===== src/rtl/ipld_pkg.sv =====
// shared types, widths, codes and helpers of the indexed point list distance block
package ipld_pkg;

   localparam int IPLD_CAPACITY = 32;

   localparam int KIND_W   = 2;
   localparam int POS_W    = 5;
   localparam int COORD_W  = 16;
   localparam int MAG_W    = 16;
   localparam int SQ_W     = 2 * MAG_W;
   localparam int SQ_CNT_W = $clog2(MAG_W + 1);
   localparam int RAD_W    = SQ_W + 1;
   localparam int FRAC_W   = 8;
   localparam int ROOT_W   = 25;
   localparam int RT_CNT_W = $clog2(ROOT_W + 1);
   localparam int TOTAL_W  = 6;
   localparam int STATUS_W = 2;

   localparam int REQ_FIELDS_W = 2 * POS_W + 2 * COORD_W;
   localparam int REQ_DATA_W   = ((REQ_FIELDS_W + 7) / 8) * 8;
   localparam int RSP_FIELDS_W = ROOT_W + TOTAL_W + STATUS_W;
   localparam int RSP_DATA_W   = ((RSP_FIELDS_W + 7) / 8) * 8;

   typedef enum logic [KIND_W-1:0] {
      KIND_INSERT   = 2'd0,
      KIND_REMOVE   = 2'd1,
      KIND_DISTANCE = 2'd2
   } kind_type;

   typedef enum logic [STATUS_W-1:0] {
      STATUS_OK    = 2'd0,
      STATUS_FULL  = 2'd1,
      STATUS_RANGE = 2'd2
   } status_type;

   typedef enum logic [3:0] {
      ST_IDLE,
      ST_DECODE,
      ST_MOVE,
      ST_RD_FIRST,
      ST_RD_SECOND,
      ST_DIFF,
      ST_SQUARE,
      ST_ROOT_GO,
      ST_ROOT_WAIT,
      ST_DONE
   } state_type;

   typedef struct packed {
      logic signed [COORD_W-1:0] y;
      logic signed [COORD_W-1:0] x;
   } point_type;

   // magnitude of a - b, which always fits the coordinate width unsigned
   function automatic logic [MAG_W-1:0] abs_diff(input logic signed [COORD_W-1:0] a,
                                                 input logic signed [COORD_W-1:0] b);
      logic [COORD_W:0] d;
      logic [COORD_W:0] n;
      d = {a[COORD_W-1], a} - {b[COORD_W-1], b};
      n = ~d + 1'b1;
      return d[COORD_W] ? n[MAG_W-1:0] : d[MAG_W-1:0];
   endfunction

endpackage


===== src/rtl/indexed_point_list_distance_top.sv =====
// indexed point list with distance query: control, point store and serial arithmetic
//
// channel   dir  handshake              payload
// req       in   req_tvalid/req_tready  tuser: kind; tdata: position, other_position, x, y
// rsp       out  rsp_tvalid/rsp_tready  tdata: distance, entry_total, status
//
// one word is taken at a time; ready is high only while the controller is idle
// an insert or remove moves n entries through the single write port of the point store,
//   one entry a cycle; n is count - position for insert and count - position - 1 for
//   remove
// distance steps through idle, decode, two store reads and a difference state, then the
//   serial squarers, the serial square root and a hand-over state;
//   rejected items go from decode straight to hand-over
// the result sits in an output register, so a new word is taken while it waits;
//   the next result holds in done until that register drains
// reset (synchronous) empties the list; point contents are not cleared
module indexed_point_list_distance_top
   import ipld_pkg::*;
#(
   parameter int CAPACITY = IPLD_CAPACITY
) (
   input  logic                  clock,
   input  logic                  reset,
   input  logic                  req_tvalid,
   output logic                  req_tready,
   input  logic [KIND_W-1:0]     req_tuser,   // kind
   input  logic [REQ_DATA_W-1:0] req_tdata,   // position, other_position, x_coord, y_coord
   output logic                  rsp_tvalid,
   input  logic                  rsp_tready,
   output logic [RSP_DATA_W-1:0] rsp_tdata    // distance, entry_total, status
);

   localparam int AW   = $clog2(CAPACITY);
   localparam int CW   = $clog2(CAPACITY + 1);
   localparam int CMPW = (CW > POS_W) ? CW : POS_W;

   // request field offsets
   localparam int OFS_POS2 = POS_W;
   localparam int OFS_X    = 2 * POS_W;
   localparam int OFS_Y    = 2 * POS_W + COORD_W;

   state_type  state_ff, state_in;
   logic [CW-1:0] count_ff, count_in;
   logic [CW-1:0] idx_ff, idx_in;
   logic          wr_pend_ff, wr_pend_in;
   logic [AW-1:0] wr_addr_ff, wr_addr_in;
   status_type    status_ff, status_in;
   logic [ROOT_W-1:0] dist_ff, dist_in;
   point_type     first_ff, first_in;

   // latched request word
   kind_type          kind_ff;
   logic [POS_W-1:0]  pos_ff;
   logic [POS_W-1:0]  pos2_ff;
   point_type         pt_ff;

   // output register
   logic                  rsp_valid_ff;
   logic [RSP_DATA_W-1:0] rsp_data_ff;
   logic                  rsp_load;

   // store port
   logic          mem_we;
   logic [AW-1:0] mem_waddr;
   point_type     mem_wdata;
   logic          mem_re;
   logic [AW-1:0] mem_raddr;
   point_type     rd_data;

   // arithmetic units
   logic              sq_start;
   logic              sq_busy_x;
   logic              sq_busy_y;
   logic [SQ_W-1:0]   sq_x;
   logic [SQ_W-1:0]   sq_y;
   logic [MAG_W-1:0]  mag_x;
   logic [MAG_W-1:0]  mag_y;
   logic              rt_start;
   logic              rt_busy;
   logic [RAD_W-1:0]  rad;
   logic [ROOT_W-1:0] root;

   logic req_fire;
   logic ins;
   logic more;
   logic [CMPW-1:0] pos_c;
   logic [CMPW-1:0] pos2_c;
   logic [CMPW-1:0] cnt_c;
   logic [CMPW-1:0] idx_c;

   assign req_tready = (state_ff == ST_IDLE);
   assign req_fire   = req_tvalid && req_tready;

   assign pos_c  = CMPW'(pos_ff);
   assign pos2_c = CMPW'(pos2_ff);
   assign cnt_c  = CMPW'(count_ff);
   assign idx_c  = CMPW'(idx_ff);

   // insert walks down from the count, remove walks up to it
   assign ins  = (kind_ff == KIND_INSERT);
   assign more = ins ? (idx_c > pos_c) : (idx_c < cnt_c);

   assign mag_x = abs_diff(rd_data.x, first_ff.x);
   assign mag_y = abs_diff(rd_data.y, first_ff.y);
   assign rad   = RAD_W'(sq_x) + RAD_W'(sq_y);

   always_ff @(posedge clock) begin
      if (req_fire) begin
         kind_ff  <= kind_type'(req_tuser);
         pos_ff   <= req_tdata[POS_W-1:0];
         pos2_ff  <= req_tdata[OFS_POS2 +: POS_W];
         pt_ff.x  <= req_tdata[OFS_X +: COORD_W];
         pt_ff.y  <= req_tdata[OFS_Y +: COORD_W];
      end
   end

   always_ff @(posedge clock) begin
      if (reset) begin
         state_ff   <= ST_IDLE;
         count_ff   <= '0;
         wr_pend_ff <= 1'b0;
      end else begin
         state_ff   <= state_in;
         count_ff   <= count_in;
         wr_pend_ff <= wr_pend_in;
      end
   end

   always_ff @(posedge clock) begin
      idx_ff     <= idx_in;
      wr_addr_ff <= wr_addr_in;
      status_ff  <= status_in;
      dist_ff    <= dist_in;
      first_ff   <= first_in;
   end

   always_comb begin
      state_in   = state_ff;
      count_in   = count_ff;
      idx_in     = idx_ff;
      wr_pend_in = wr_pend_ff;
      wr_addr_in = wr_addr_ff;
      status_in  = status_ff;
      dist_in    = dist_ff;
      first_in   = first_ff;
      mem_we     = 1'b0;
      mem_waddr  = wr_addr_ff;
      mem_wdata  = rd_data;
      mem_re     = 1'b0;
      mem_raddr  = '0;
      sq_start   = 1'b0;
      rt_start   = 1'b0;
      rsp_load   = 1'b0;

      unique case (state_ff)
         ST_IDLE: begin
            if (req_fire) begin
               state_in = ST_DECODE;
            end
         end

         ST_DECODE: begin
            dist_in    = '0;
            status_in  = STATUS_OK;
            wr_pend_in = 1'b0;
            state_in   = ST_DONE;
            unique case (kind_ff)
               KIND_INSERT: begin
                  // full list wins over a bad position
                  priority if (count_ff == CW'(CAPACITY)) begin
                     status_in = STATUS_FULL;
                  end else if (pos_c > cnt_c) begin
                     status_in = STATUS_RANGE;
                  end else begin
                     idx_in   = count_ff;
                     state_in = ST_MOVE;
                  end
               end
               KIND_REMOVE: begin
                  if (pos_c >= cnt_c) begin
                     status_in = STATUS_RANGE;
                  end else begin
                     idx_in   = CW'(pos_ff) + CW'(1);
                     state_in = ST_MOVE;
                  end
               end
               KIND_DISTANCE: begin
                  if (pos_c >= cnt_c || pos2_c >= cnt_c) begin
                     status_in = STATUS_RANGE;
                  end else begin
                     state_in = ST_RD_FIRST;
                  end
               end
               default: begin
                  state_in = ST_DONE;
               end
            endcase
         end

         ST_MOVE: begin
            // write back the entry read last cycle, one slot over
            if (wr_pend_ff) begin
               mem_we    = 1'b1;
               mem_waddr = wr_addr_ff;
               mem_wdata = rd_data;
            end
            if (more) begin
               mem_re     = 1'b1;
               wr_pend_in = 1'b1;
               if (ins) begin
                  mem_raddr  = AW'(idx_ff - CW'(1));
                  wr_addr_in = AW'(idx_ff);
                  idx_in     = idx_ff - CW'(1);
               end else begin
                  mem_raddr  = AW'(idx_ff);
                  wr_addr_in = AW'(idx_ff - CW'(1));
                  idx_in     = idx_ff + CW'(1);
               end
            end else if (wr_pend_ff) begin
               wr_pend_in = 1'b0;
            end else begin
               if (ins) begin
                  mem_we    = 1'b1;
                  mem_waddr = AW'(pos_ff);
                  mem_wdata = pt_ff;
                  count_in  = count_ff + CW'(1);
               end else begin
                  count_in  = count_ff - CW'(1);
               end
               state_in = ST_DONE;
            end
         end

         ST_RD_FIRST: begin
            mem_re    = 1'b1;
            mem_raddr = AW'(pos_ff);
            state_in  = ST_RD_SECOND;
         end

         ST_RD_SECOND: begin
            mem_re    = 1'b1;
            mem_raddr = AW'(pos2_ff);
            first_in  = rd_data;
            state_in  = ST_DIFF;
         end

         ST_DIFF: begin
            sq_start = 1'b1;
            state_in = ST_SQUARE;
         end

         ST_SQUARE: begin
            if (!sq_busy_x && !sq_busy_y) begin
               state_in = ST_ROOT_GO;
            end
         end

         ST_ROOT_GO: begin
            rt_start = 1'b1;
            state_in = ST_ROOT_WAIT;
         end

         ST_ROOT_WAIT: begin
            if (!rt_busy) begin
               dist_in  = root;
               state_in = ST_DONE;
            end
         end

         ST_DONE: begin
            // hand over once the output register is free or draining
            if (!rsp_valid_ff || rsp_tready) begin
               rsp_load = 1'b1;
               state_in = ST_IDLE;
            end
         end

         default: begin
            state_in = ST_IDLE;
         end
      endcase
   end

   always_ff @(posedge clock) begin
      if (reset) begin
         rsp_valid_ff <= 1'b0;
      end else if (rsp_load) begin
         rsp_valid_ff <= 1'b1;
      end else if (rsp_tready) begin
         rsp_valid_ff <= 1'b0;
      end
   end

   always_ff @(posedge clock) begin
      if (rsp_load) begin
         rsp_data_ff <= RSP_DATA_W'({status_ff, TOTAL_W'(count_ff), dist_ff});
      end
   end

   assign rsp_tvalid = rsp_valid_ff;
   assign rsp_tdata  = rsp_data_ff;

   ipld_store #(
      .CAPACITY (CAPACITY)
   ) u_store (
      .clock   (clock),
      .wr_en   (mem_we),
      .wr_addr (mem_waddr),
      .wr_data (mem_wdata),
      .rd_en   (mem_re),
      .rd_addr (mem_raddr),
      .rd_data (rd_data)
   );

   ipld_square u_square_x (
      .clock   (clock),
      .reset   (reset),
      .start   (sq_start),
      .operand (mag_x),
      .busy    (sq_busy_x),
      .product (sq_x)
   );

   ipld_square u_square_y (
      .clock   (clock),
      .reset   (reset),
      .start   (sq_start),
      .operand (mag_y),
      .busy    (sq_busy_y),
      .product (sq_y)
   );

   ipld_sqrt u_sqrt (
      .clock    (clock),
      .reset    (reset),
      .start    (rt_start),
      .radicand (rad),
      .busy     (rt_busy),
      .root     (root)
   );

endmodule


===== src/rtl/ipld_store.sv =====
// point store: one write port, one read port with registered read data
module ipld_store
   import ipld_pkg::*;
#(
   parameter int CAPACITY = IPLD_CAPACITY,
   localparam int AW = $clog2(CAPACITY)
) (
   input  logic          clock,
   input  logic          wr_en,
   input  logic [AW-1:0] wr_addr,
   input  point_type     wr_data,
   input  logic          rd_en,
   input  logic [AW-1:0] rd_addr,
   output point_type     rd_data
);

   point_type mem [CAPACITY];
   point_type rd_data_ff;

   always_ff @(posedge clock) begin
      if (wr_en) begin
         mem[wr_addr] <= wr_data;
      end
   end

   always_ff @(posedge clock) begin
      if (rd_en) begin
         rd_data_ff <= mem[rd_addr];
      end
   end

   assign rd_data = rd_data_ff;

endmodule


===== src/rtl/ipld_square.sv =====
// bit-serial squarer: one multiplier bit per cycle, shift and add
module ipld_square
   import ipld_pkg::*;
(
   input  logic             clock,
   input  logic             reset,
   input  logic             start,
   input  logic [MAG_W-1:0] operand,
   output logic             busy,
   output logic [SQ_W-1:0]  product
);

   logic [SQ_W-1:0]     mcand_ff;
   logic [MAG_W-1:0]    mplier_ff;
   logic [SQ_W-1:0]     acc_ff;
   logic [SQ_CNT_W-1:0] cnt_ff;

   always_ff @(posedge clock) begin
      if (reset) begin
         cnt_ff <= '0;
      end else if (start) begin
         cnt_ff <= SQ_CNT_W'(MAG_W);
      end else if (cnt_ff != '0) begin
         cnt_ff <= cnt_ff - 1'b1;
      end
   end

   always_ff @(posedge clock) begin
      if (start) begin
         mcand_ff  <= SQ_W'(operand);
         mplier_ff <= operand;
         acc_ff    <= '0;
      end else if (cnt_ff != '0) begin
         if (mplier_ff[0]) begin
            acc_ff <= acc_ff + mcand_ff;
         end
         mcand_ff  <= {mcand_ff[SQ_W-2:0], 1'b0};
         mplier_ff <= {1'b0, mplier_ff[MAG_W-1:1]};
      end
   end

   assign busy    = (cnt_ff != '0);
   assign product = acc_ff;

endmodule


===== src/rtl/ipld_sqrt.sv =====
// digit-by-digit square root, one root bit per cycle, radicand scaled by 2^(2*frac)
module ipld_sqrt
   import ipld_pkg::*;
(
   input  logic              clock,
   input  logic              reset,
   input  logic              start,
   input  logic [RAD_W-1:0]  radicand,
   output logic              busy,
   output logic [ROOT_W-1:0] root
);

   localparam int V_W   = 2 * ROOT_W;
   localparam int REM_W = ROOT_W + 2;

   logic [V_W-1:0]      v_ff;
   logic [REM_W-1:0]    rem_ff;
   logic [ROOT_W-1:0]   root_ff;
   logic [RT_CNT_W-1:0] cnt_ff;

   logic [REM_W-1:0] rem_shift;
   logic [REM_W-1:0] trial;
   logic             take;

   assign rem_shift = {rem_ff[REM_W-3:0], v_ff[V_W-1 -: 2]};
   assign trial     = {root_ff, 2'b01};
   assign take      = (rem_shift >= trial);

   always_ff @(posedge clock) begin
      if (reset) begin
         cnt_ff <= '0;
      end else if (start) begin
         cnt_ff <= RT_CNT_W'(ROOT_W);
      end else if (cnt_ff != '0) begin
         cnt_ff <= cnt_ff - 1'b1;
      end
   end

   always_ff @(posedge clock) begin
      if (start) begin
         v_ff    <= V_W'({radicand, {(2 * FRAC_W){1'b0}}});
         rem_ff  <= '0;
         root_ff <= '0;
      end else if (cnt_ff != '0) begin
         v_ff    <= {v_ff[V_W-3:0], 2'b00};
         rem_ff  <= take ? (rem_shift - trial) : rem_shift;
         root_ff <= {root_ff[ROOT_W-2:0], take};
      end
   end

   assign busy = (cnt_ff != '0);
   assign root = root_ff;

endmodule


===== config.mk =====
export PLATFORM = sky130hd
export DESIGN_NAME = indexed_point_list_distance_top
export DESIGN_NICKNAME = d
export VERILOG_FILES = /design/src/rtl/ipld_pkg.sv /design/src/rtl/indexed_point_list_distance_top.sv /design/src/rtl/ipld_store.sv /design/src/rtl/ipld_square.sv /design/src/rtl/ipld_sqrt.sv
export SDC_FILE = /design/constraint.sdc
export NUM_CORES = 2
export LEC_CHECK = 0
export ABC_AREA = 0
export BUFFER_PORTS_ARGS = -buffer_cell sky130_fd_sc_hd__buf_2
export CAP_MARGIN = 5
export CELL_PAD_IN_SITES_DETAIL_PLACEMENT = 1
export CELL_PAD_IN_SITES_GLOBAL_PLACEMENT = 2
export CORE_MARGIN = 2
export CORE_UTILIZATION = 35
export DETAILED_ROUTE_END_ITERATION = 10
export PLACE_DENSITY_LB_ADDON = 0.1
export SYNTH_ARGS = -nofsm -noshare
export SYNTH_HDL_FRONTEND = slang
export SYNTH_SLANG_ARGS = --single-unit

===== constraint.sdc =====
create_clock -name clock -period 9 [get_ports clock]
set_input_delay 1.8 -clock clock [delete_from_list [all_inputs] [get_ports clock]]
set_output_delay 1.8 -clock clock [all_outputs]
set_load 0.005 [all_outputs]

==> impl_summary.txt <==
----------------------------------------------------
[Placement]
  Total half-perimeter wirelength after legalization and detailed placement ... ~120 mm
  Port-buffer cells ... about 80
  Gp weighted congestion ... slightly below 0.8
  Placed instance count ... around 8100

[Logic synthesis]
  Dominant register cell in the synthesized netlist ... sky130_fd_sc_hd__edfxtp_1
  Top cells by area, synth ... sky130_fd_sc_hd__edfxtp_1 59%, sky130_fd_sc_hd__nand2_1 7.8%, sky130_fd_sc_hd__dfxtp_1 5.3%
  Share of async-settable or async-resettable flops after synthesis ... 0%
  Area leader, netlist ... sky130_fd_sc_hd__edfxtp_1
  Post-synthesis sequential area ratio ... between 60% and 70%
  Cell count after synthesis ... around 5800
  Mapped cell area ... about 66000 um2
  Number of storage elements in the synthesis netlist ... 1474
  Synthesis warning total ... 0
  Number of flops mapped to enable cells by yosys ... between 1000 and 1500
  Number of distinct standard cells referenced by the synthesized netlist ... a little over 80
  Fraction of post-synthesis cell area in the top cell type by area ... about three fifths
  Avg Cell Area, Syn ... 11.4 um2

[Floorplan]
  Chip Height ... roughly 440 um
  Area enclosed by the die boundary ... 192000 um2
  Count of boundary I/O pins ... 96
  Floorplan row count ... about 160
  Width of the die ... between 400 and 500 um
  Starting utilization of the core area ... a little over a third
  Area of the core ... between 150000 and 200000 um2

[Drt]
  Number of DRC markers after the initial detailed-route iteration ... approximately 2600
  Number of nets still failing antenna checks after routing ... 0
  Final wirelength ... just under 200 mm
  DR vias/cell ... roughly 5.3
  Number of detailed-routing iterations run before antenna repair ... 5
  DR WL/cell ... about 23 um
  Number of vias after detailed routing ... 44874
  Residual DRC ... 0

[Power]
  Sequential share of power ... 37.1%
  Peak supply drop ... 0.223 mV
  Net switching share of the total power ... between 30% and 40%
  Cell Pwr Density ... between 300 and 400 nW/um2
  Fraction of power consumed by combinational cells ... a little under two fifths
  Leak Pwr ... 27.0 nW
  Clock network fraction of total power ... ~25%
  Total internal power ... about 0.017 W
  Net switching power of the design ... 0.0103 W
  Pwr Total ... between 0.02 and 0.03 W

[Clock network]
  Clock Sinks ... roughly 1500
  Post_cts resized ... 0
  CTS Hold Buffers Added ... 0
  Maximum clock insertion buffer count ... 3
  CTS HTree Levels ... 4
  Clock root buffer master ... sky130_fd_sc_hd__clkbuf_16
  Clock input transition at the sequential cells of the worst setup and hold paths ... approximately 60 ps
  Clock latency at the later pin of the worst-skew pair ... a little over 800 ps
  Num CTS Buffers ... around 170
  CTS tree ... done
  Setup fix buffers added after clock tree synthesis ... 0

[GRT]
  Global-route congestion overflow total ... 0
  Number of global-route vias before repair ... around 46000
  Global-route wire length before repair ... slightly below 300 mm
  GRT Util Overall ... about a fifth
  Maximum number of pins on one net before global-route repair ... 178
  Initial antenna violation count ... 7

[Job]
  Maximum Capacitance Violations ... 0

[STA]
  Unrepaired setup endpoints after global routing ... no
  Final-layout worst hold slack ... about 420 ps
  Pin slew with the least headroom to its limit ... around 1200 ps
  Maximum frequency from static timing analysis ... around 0.16 GHz
  Remaining max-slew budget at the tightest pin ... around 17%
  Setup violations, final ... 0
  Number of endpoints with negative hold slack in the final report ... 0
  Clk_skew ... about 32 ps
  Fraction of the cycle the final worst path needs ... roughly two thirds
  Aggregate negative setup slack ... 0 ps
  Number of pins exceeding their max-slew limit in the final report ... 0
  Fin crit period ... 6140 ps

[Finish]
  Area added between synthesis and finish ... 13.9%
  Final Net Count ... slightly above 6000
  Cell Count, Final, Fillers Out ... ~8500
  Share of final-layout standard cells stronger than drive strength 1 ... under 10%

[Setup path]
  Crit path DAT ... ~6600 ps
  Critical path data required time ... roughly 9500 ps
  Reg2Reg Capture Point ... u_store.mem[24][10]
  Sort of element at the end of the critical path ... flip-flop
  Critical register-to-register path startpoint ... pos_ff[2]
  Register-to-Register Path Depth ... 13
  Critical Path Fanout Max ... 38
  Worst setup path class ... reg2reg
  Register-to-register path setup slack ... 2860 ps
  Kind of start point of the critical path ... flip-flop

[Status]
  Run status ... finished, final reports clean

[Min path]
  Origin of the worst min-delay path ... dist_ff[7]
  Hold Path End ... rsp_tdata[7]
  Worst hold path type ... reg2reg
  Min-Delay Path Depth ... 0

----------------------------------------------------
worst max-delay path by stage:
| stage | slack, ps | end | start |
|---|---|---|---|
| after floorplan | 3450 | u_store.mem[14][0] | pos_ff[3] |
| after global placement | 2850 | u_store.mem[24][10] | pos_ff[2] |
| after detailed placement | 2820 | u_store.mem[24][10] | pos_ff[3] |
| after CTS | 2800 | u_store.mem[24][9] | pos_ff[2] |
| after global routing | 2600 | u_store.mem[24][21] | pos_ff[2] |
| final | 2860 | u_store.mem[24][10] | pos_ff[2] |
cells in the mapped netlist (9+ instances only):
library cell / n
sky130_fd_sc_hd__nand2_1: 1363
sky130_fd_sc_hd__dfxtp_1: 174
sky130_fd_sc_hd__xnor2_1: 96
sky130_fd_sc_hd__nor2_1: 219
sky130_fd_sc_hd__buf_1: 25
sky130_fd_sc_hd__o21a_1: 62
sky130_fd_sc_hd__a211oi_1: 36
sky130_fd_sc_hd__and2_1: 20
sky130_fd_sc_hd__clkbuf_1: 241
sky130_fd_sc_hd__inv_1: 141
sky130_fd_sc_hd__nand4_1: 13
sky130_fd_sc_hd__buf_2: 45
sky130_fd_sc_hd__o21ai_0: 188
sky130_fd_sc_hd__a2111oi_0: 10
sky130_fd_sc_hd__a32oi_1: 129
sky130_fd_sc_hd__ha_1: 190
sky130_fd_sc_hd__mux2i_1: 33
sky130_fd_sc_hd__a21o_1: 66
sky130_fd_sc_hd__nor3_1: 77
sky130_fd_sc_hd__nor2b_1: 36
sky130_fd_sc_hd__or2_2: 12
sky130_fd_sc_hd__and3_1: 48
sky130_fd_sc_hd__or3_1: 23
sky130_fd_sc_hd__edfxtp_1: 1300
sky130_fd_sc_hd__o211ai_1: 16
sky130_fd_sc_hd__o21bai_1: 11
sky130_fd_sc_hd__a31oi_1: 63
sky130_fd_sc_hd__nand2b_1: 29
sky130_fd_sc_hd__nand3_1: 312
sky130_fd_sc_hd__o22ai_1: 68
sky130_fd_sc_hd__a21oi_1: 496
sky130_fd_sc_hd__xor2_1: 61
sky130_fd_sc_hd__nor4_1: 9
per-layer routing:
metal  share of wire, %  up-vias  routed length (um)  GRT usage [%]
li1                   -    21215                   -              -
met1                 45    22740               89100           26.6
met2                 49      633               96900           35.3
met3                3.2      282                6370           2.95
met4                2.8        4                5620           6.22
met5              0.011        -                  22              0
kinds of logic (layout without fill, tap and decap cells):
kind of cell / Yosys count / after routing / share of synthesized area, %
flops: 1474 / 1474 / 64.6
simple gates: 2203 / 2203 / 14.3
mux: 33 / 33 / 0.502
other cells: 1 / 15 / 0.00569
compound gates: 1254 / 1254 / 12.0
fa+ha+maj: 196 / 196 / 3.79
xor+xnor: 157 / 157 / 2.09
buf+inv: 460 / 639 / 2.75
sequential cells by signal, indices dropped and copies added, names as in the netlist, 32 cells and up:
register             cells
u_square_x.product      32
rsp_tdata               33
pt_ff                   32
u_square_y.mcand_ff     32
u_square_x.mcand_ff     32
u_store.mem           1024
u_store.rd_data         32
u_square_y.product      32
u_sqrt.v_ff             34
first_ff                32
cell usage in the layout (no fill, tap or decap), types with 60 or more instances in the layout:
cell type / count
sky130_fd_sc_hd__nand2_1: 1360
sky130_fd_sc_hd__edfxtp_1: 1300
sky130_fd_sc_hd__a21oi_1: 495
sky130_fd_sc_hd__nand3_1: 309
sky130_fd_sc_hd__nor2_1: 198
sky130_fd_sc_hd__ha_1: 190
sky130_fd_sc_hd__o21ai_0: 185
sky130_fd_sc_hd__clkbuf_16: 175
sky130_fd_sc_hd__dfxtp_1: 174
sky130_fd_sc_hd__inv_1: 141
sky130_fd_sc_hd__a32oi_1: 129
sky130_fd_sc_hd__xnor2_1: 96
sky130_fd_sc_hd__buf_4: 89
sky130_fd_sc_hd__buf_2: 82
sky130_fd_sc_hd__o22ai_1: 67
sky130_fd_sc_hd__a21o_1: 66
sky130_fd_sc_hd__o21a_1: 61
sky130_fd_sc_hd__xor2_1: 61
sky130_fd_sc_hd__a31oi_1: 60
sky130_fd_sc_hd__nor3_1: 60
power by group through the flow:
stage	clock [W]	combinational [W]	sequential (W)
6_report	0.00692	0.0103	0.0101
5_1_grt	0.00737	0.0116	0.0102
4_1_cts	0.00711	0.0104	0.0101
3_5_place_dp	0	0.0104	0.0103
3_3_place_gp	0	0.0102	0.0103
2_1_floorplan	0	0.00740	0.00985
per-stage QoR:
step | setup slack [ps] | area (um2) | util [%]
finish | 2860 | 75000 | 40.0
global route | 2600 | 75000 | 40.0
floorplan | 3450 | 65900 | -
CTS | 2800 | 75000 | 40.0
global placement | 2850 | 69400 | 37.0
detailed placement | 2820 | 69400 | 37.0
critical path, cell delays in order, from the launching register on:
cell and delay [ps]:
sky130_fd_sc_hd__edfxtp_1 570, sky130_fd_sc_hd__inv_1 170, sky130_fd_sc_hd__ha_1 320, sky130_fd_sc_hd__and4b_1 220
sky130_fd_sc_hd__o21ai_0 80, sky130_fd_sc_hd__a31oi_1 150, sky130_fd_sc_hd__o221a_2 380, sky130_fd_sc_hd__or3_1 580
sky130_fd_sc_hd__or2_2 400, sky130_fd_sc_hd__buf_4 320, sky130_fd_sc_hd__o31ai_1 770, sky130_fd_sc_hd__nand2_1 450
sky130_fd_sc_hd__nor2_4 980, sky130_fd_sc_hd__buf_4 410
cell type report:
cell class / instances / area, um2
antenna: 8 / 20.0
clock buffer: 234 / 4670
clock inverter: 85 / 928
fill: 20001 / 112000
inverter: 142 / 533
multi-input combinational: 3850 / 22000
sequential: 1474 / 42500
tap: 2495 / 3120
timing repair buffer: 178 / 1220
Power figures use the tool's default switching activity.
